## config.mk

```make
export PLATFORM = sky130hd
export DESIGN_NAME = rss_cfg_flat
export DESIGN_NICKNAME = d
export VERILOG_FILES = /design/src/design/rss_pkg.sv /design/src/design/rss_cfg_if.sv /design/src/design/rss_cfg.sv /design/src/flat_wrapper.sv
export SDC_FILE = /design/constraint.sdc
export NUM_CORES = 1
export LEC_CHECK = 0
export BUFFER_PORTS_ARGS = -buffer_cell sky130_fd_sc_hd__buf_4
export CAP_MARGIN = 20
export CELL_PAD_IN_SITES_DETAIL_PLACEMENT = 0
export CELL_PAD_IN_SITES_GLOBAL_PLACEMENT = 1
export CORE_ASPECT_RATIO = 0.6
export CORE_MARGIN = 10
export CORE_UTILIZATION = 41
export DETAILED_ROUTE_END_ITERATION = 10
export PLACE_DENSITY = 0.93
export SYNTH_ARGS = -nofsm -noshare
export SYNTH_HDL_FRONTEND = slang
export SYNTH_SLANG_ARGS = --single-unit
```

## constraint.sdc

```tcl
create_clock -name clk -period 1.45 [get_ports clk]
set_input_delay 0.2175 -clock clk [delete_from_list [all_inputs] [get_ports clk]]
set_output_delay 0.2175 -clock clk [all_outputs]
set_load 0.05 [all_outputs]
```

## src/design/rss_pkg.sv

```systemverilog
// ----------------------------------------------------------------------------
// rss_pkg
// Types and codes shared by the request slice scheduler.
// ----------------------------------------------------------------------------
package rss_pkg;

	localparam int LEN_W  = 31;
	localparam int ID_W   = 16;
	localparam int MAXJ_W = 8;

	localparam logic [1:0] MODE_SJF  = 2'd0;
	localparam logic [1:0] MODE_RR   = 2'd1;
	localparam logic [1:0] MODE_MLFQ = 2'd2;
	localparam logic [1:0] MODE_FCFS = 2'd3;

	localparam logic [1:0] ST_OK    = 2'd0;
	localparam logic [1:0] ST_FULL  = 2'd1;
	localparam logic [1:0] ST_EMPTY = 2'd2;

	localparam logic [1:0] REG_MODE   = 2'd0;
	localparam logic [1:0] REG_SLICE1 = 2'd1;
	localparam logic [1:0] REG_SLICE2 = 2'd2;
	localparam logic [1:0] REG_MAXJ   = 2'd3;

	localparam logic ACT_SUBMIT   = 1'b0;
	localparam logic ACT_DISPATCH = 1'b1;

	localparam logic [LEN_W-1:0]  SLICE1_RST = 31'd8192;
	localparam logic [LEN_W-1:0]  SLICE2_RST = 31'd65536;
	localparam logic [MAXJ_W-1:0] MAXJ_RST   = 8'd100;

	typedef struct packed {
		logic             action;
		logic [ID_W-1:0]  job_id;
		logic [LEN_W-1:0] job_length;
	} req_t;

	typedef struct packed {
		logic [1:0]       status;
		logic [ID_W-1:0]  served_id;
		logic [LEN_W-1:0] send_bytes;
		logic             finished;
		logic [1:0]       level_served;
	} rsp_t;

	typedef struct packed {
		logic [1:0]       index;
		logic [LEN_W-1:0] value;
	} cfgw_t;

	typedef struct packed {
		logic [1:0]        mode;
		logic [LEN_W-1:0]  slice1;
		logic [LEN_W-1:0]  slice2;
		logic [MAXJ_W-1:0] max_jobs;
	} cfg_t;

	typedef enum logic [3:0] {
		S_INIT, S_IDLE, S_LINK, S_WALK, S_INSERT, S_APPEND, S_DEXEC, S_RESULT
	} state_t;

endpackage

```

## src/design/rss_cfg_if.sv

```systemverilog
// ----------------------------------------------------------------------------
// rss_cfg_if
// Configuration write channel: register index and value.
// ----------------------------------------------------------------------------
interface rss_cfg_if;
	import rss_pkg::*;
	logic  valid;
	logic  ready;
	cfgw_t data;
	modport source (output valid, output data, input ready);
	modport sink   (input valid, input data, output ready);
endinterface

```

## src/design/rss_cfg.sv

```systemverilog
// ----------------------------------------------------------------------------
// rss_cfg
// Configuration register bank.
// ----------------------------------------------------------------------------
module rss_cfg (
	input  logic           clk,
	input  logic           arst_n,
	rss_cfg_if.sink        cfg,
	output rss_pkg::cfg_t  regs
);
	import rss_pkg::*;

	cfg_t regs_q;

	assign cfg.ready = 1'b1;
	assign regs      = regs_q;

	always_ff @(posedge clk or negedge arst_n) begin
		if (!arst_n) begin
			regs_q.mode     <= MODE_SJF;
			regs_q.slice1   <= SLICE1_RST;
			regs_q.slice2   <= SLICE2_RST;
			regs_q.max_jobs <= MAXJ_RST;
		end else if (cfg.valid) begin
			unique case (cfg.data.index)
				REG_MODE:   regs_q.mode     <= cfg.data.value[1:0];
				REG_SLICE1: regs_q.slice1   <= cfg.data.value;
				REG_SLICE2: regs_q.slice2   <= cfg.data.value;
				REG_MAXJ:   regs_q.max_jobs <= cfg.data.value[MAXJ_W-1:0];
				default:    ;
			endcase
		end
	end
endmodule

```

## src/flat_wrapper.sv

```systemverilog
// flat-port wrapper written by rule: the top's interface ports become plain ports
module rss_cfg_flat import rss_pkg::*;
  (clk, arst_n, regs, cfg_valid, cfg_data, cfg_ready);
  rss_cfg_if cfg_i ();
  input  logic clk;
  input  logic arst_n;
  output rss_pkg::cfg_t regs;
  input wire logic [$bits(cfg_i.valid)-1:0] cfg_valid;
  input wire logic [$bits(cfg_i.data)-1:0] cfg_data;
  output wire logic [$bits(cfg_i.ready)-1:0] cfg_ready;
  assign cfg_i.valid = cfg_valid;
  assign cfg_i.data = cfg_data;
  assign cfg_ready = cfg_i.ready;
  rss_cfg u_core (.clk(clk), .arst_n(arst_n), .cfg(cfg_i), .regs(regs));
endmodule
```

### Word-level counts from Yosys, hierarchy flattened

Index checks and enable logic that the tools add are counted.

* flip-flop bits (word level): 72
* input bits: 36
* output and inout bits: 73
* logic and storage cells: 12

* eq/ne operators: 3
* reductions and logical operators: 5

Operators with widths (number)
* $reduce_and 2->1: 4
* $eq 2x2->1 const B: 2
* $eq 2x1->1 const B: 1
* $logic_not 2->1: 1

### Depth between registers and ports, before layout

* depth in word-level cells: 2
* mapped depth: 3
* mapped depth without buffers: 2

### Least setup slack after synthesis

No wires, ideal clock.

* kind: input -> register
* start point: in cfg_data[31]
* end point: reg u_core.regs_q (netlist bit u_core.regs[10])
* library setup time: 125 ps
* arrival: 905 ps
* required time: 1325 ps
* path slack: 420 ps
* stages on the path: 3
* path buffers: 1
* cells stage by stage: nand3b_1 buf_2 mux2_2

* longest elaborated chain between the ends: 2

Ends and longest elaborated chain
* start, declared: line flat_wrapper.sv:9 `input wire logic [$bits(cfg_i.data)-1:0] cfg_data;`
* $eq 2x2->1: line rss_cfg.sv:25 `unique case (cfg.data.index)`
* $reduce_and 2->1 (no source line)
* end, declared: line rss_cfg.sv:13 `cfg_t regs_q;`

No other way between the ends.
A chain may end at the register's enable or synchronous reset.

### Final worst setup path

* start point: reg u_core.regs_q (netlist bit u_core.regs[2])
* end point: out regs[2] (netlist bit)

RTL lines
* end, declared: line flat_wrapper.sv:7 `output rss_pkg::cfg_t regs;`

No word-level cell between the ends.

==> impl_results.md <==
* Largest register FFs at 72
* Crit path buf inv count at 1
* Endpoints failing setup at 0
* Die width at 125 um
* Post-Synth Adder-Cell Area at 0%
* Full die area at between 10000 and 15000 um^2
* 1st-pass router iterations at 3
* Post-DP HPWL at 4.97 mm
* GP Congestion at 0.728
* Syn_area_per_cell at 17.2 um^2
* Total GRT Usage at 12.6%
* First-iteration detailed-routing DRC count at 70
* R2R depth at 1
* HP Start: cfg_data[8]
* Post-synth top area cell: dfrtp_1
* Hold Fails Final Rpt at 0
* Clock Skew at 0 ns
* Leading cell types by count after synthesis: mux2_2 (72), dfrtp_1 (67), buf_2 (6), dfstp_2 (5), nand3b_1 (2)
* Reg2reg setup slack at 0.67 ns
* Vias in the first global route at 1871
* Largest family of logic cells by synthesized area: multiplexers
* CTS clk-pin slew, worst paths at 0.08 ns
* Routed via count at 1736
* H-tree lvl count at 3
* Avg WL per Cell at 17.9 um
* Hold Slack at 0.124 ns
* Post-Syn Area at about 2700 um^2
* Synthesized-area fraction occupied by and/or/nand/nor cells at just over 1%
* Number of flops mapped to enable cells by yosys at 0
* Ys flop type: dfrtp_1
* Startpoint Class: flop
* Layout cell share with drive strength beyond 1 at 73.0%
* Remaining DRCs at 0
* Routed vias/inst at ~4.8
* Synth Area in Compound Gates at 0%
* Detail Route Antenna Nets at 0
* Antenna violations before repair at 0
* Critical path's top delay family: flip-flops
* Post-CTS Setup Bufs at 0
* Leakage at 1.83 nW
* Critical Path Fanout Max at 2
* Final worst path period share at between 80% and 90%
* Hold Path Cell Cnt at 2
* Initial core utilization at 43.2%
* Tmin final at 1.28 ns
* CP arrival at between 1 and 1.5 ns
* PwrDens at 1760 nW/um^2
* Seq/Total Area, Yosys at 67.3%
* Synth area leaders: dfrtp_1 (62%), mux2_2 (30%), dfstp_2 (4.9%), buf_2 (1.1%), nand3b_1 (0.56%)
* Count of input and output buffers at 107
* Xor and xnor area share after synthesis at 0%
* Core area at slightly above 6000 um^2
* NumNets Final at 309
* Synthesized instance count at 156
* F_max at 783 MHz
* R2R Path Start: u_core.regs[54]
* Critical-path cell list: buf_4
* ANT cells at 0
* Slowest cell on crit path: dfstp_2
* YS warnings at 0
* Status: completed
* RSZ-0062 raised after global routing: no
* Longest Clk Path Bufs at 2
* Area Overhead vs Synth at 43.1%
* # IOs at 109
* Root Driver: clkbuf_8
* Final WL at roughly 6.5 mm
* Congestion Overflow GR at 0
* TritonCTS buffer count at 9
* Post-synthesis cell type count at 9
* Most numerous cell in the Yosys netlist: mux2_2
* Number of synthesized register bits at 72
* Syn nets at 192
* Post-synth ARST share at 100%
* Worst Hold Endpoint: u_core.regs[16]
* Reg2reg end: u_core.regs[54]
* Latest clock arrival within the worst-skew pair at 0.32 ns
* HP Class: in -> reg
* Pins Over Slew Limit at 0
* PnR Total Power at 6.77 mW
* Pin count of the biggest net entering global routing at 34
* CP required at 1.23 ns
* Top-area cell type share of the netlist area at around 62%
* Crit path capture type: output pin
* # clock sinks at between 70 and 80
* Crit path kind: reg -> out
* Max_cap viols at 0
* CTS tree: done
* Die Ht at 82.7 um
* Filler cells at 507
* CP max stage delay at 0.54 ns
* TNS Setup at 0 ns
* First-pass GRT wire length at 10.2 mm
* Post-synthesis mux area share at 30.2%
* Max IR drop VDD at about 870 uV
* Rows at 22
## metrics by stage
step	utilization (%)	instances	cell area [um^2]	setup slack, ns
2_1_floorplan	-	156	2690	0.420
3_3_place_gp	58.6	345	3650	0.209
3_5_place_dp	58.6	345	3650	0.189
4_1_cts	61.8	362	3850	0.148
5_1_grt	61.8	362	3850	0.122
6_report	61.8	362	3850	0.172
## metal layers
metal  part of all wire (%)  vias to the layer above  GRT usage (%)
li1                       -                      782              -
met1                     45                      889           14.6
met2                     48                       60           20.4
met3                    7.2                        5           6.11
met4                   0.57                        0           3.82
met5                      0                        -              0
## worst max path at each step
stage                            endpoint  slack (ns)            from  cells after the start
after CTS                         regs[2]        0.15  u_core.regs[2]                      1
after global routing              regs[2]        0.12  u_core.regs[2]                      1
after detailed placement   u_core.regs[4]        0.19    cfg_data[31]                      3
after floorplan           u_core.regs[10]        0.42    cfg_data[31]                      3
after global placement     u_core.regs[3]        0.21    cfg_data[31]                      3
final                             regs[2]        0.17  u_core.regs[2]                      1
## power breakdown
group          leakage, nW  internal [mW]  switching [mW]  total [mW]
logic                0.885          0.862            1.77        2.63
registers            0.845           2.41           0.199        2.61
clock network        0.100          0.835           0.689        1.52
total                 1.83           4.11            2.66        6.77
## what timing repair did
| item | in CTS | in global routing |
|---|---|---|
| endpoints found under the hold margin | 21 | 0 |
| resized for setup | 0 | 0 |
| hold buffers | 1 | 0 |
## final cells by class
type,instances,area [um^2],share of cell area [%]
tap,84,105,2.73
clock inverter,4,45.0,1.17
multi-input combinational,77,842,21.9
timing repair buffer,113,901,23.4
clock buffer,12,145,3.77
sequential,72,1810,47.0
## cells in the final DEF (no fill, tap or decap)
cell / Yosys / final
clkinv_2: 0 / 3
dfrtp_1: 67 / 67
dlygate4sd3_1: 0 / 1
buf_12: 0 / 4
buf_4: 1 / 108
bufinv_16: 0 / 1
conb_1: 1 / 1
nor3b_1: 1 / 1
clkbuf_1: 0 / 2
nand3b_1: 2 / 2
mux2_2: 72 / 72
dfstp_2: 5 / 5
clkbuf_8: 0 / 10
nand3_1: 1 / 1
## kinds of logic after synthesis
group / Yosys count
multiplexers: 72
other: 1
buffers and inverters: 7
flip-flops: 72
AND/OR/NAND/NOR: 4
(Power assumes the default switching activity.)
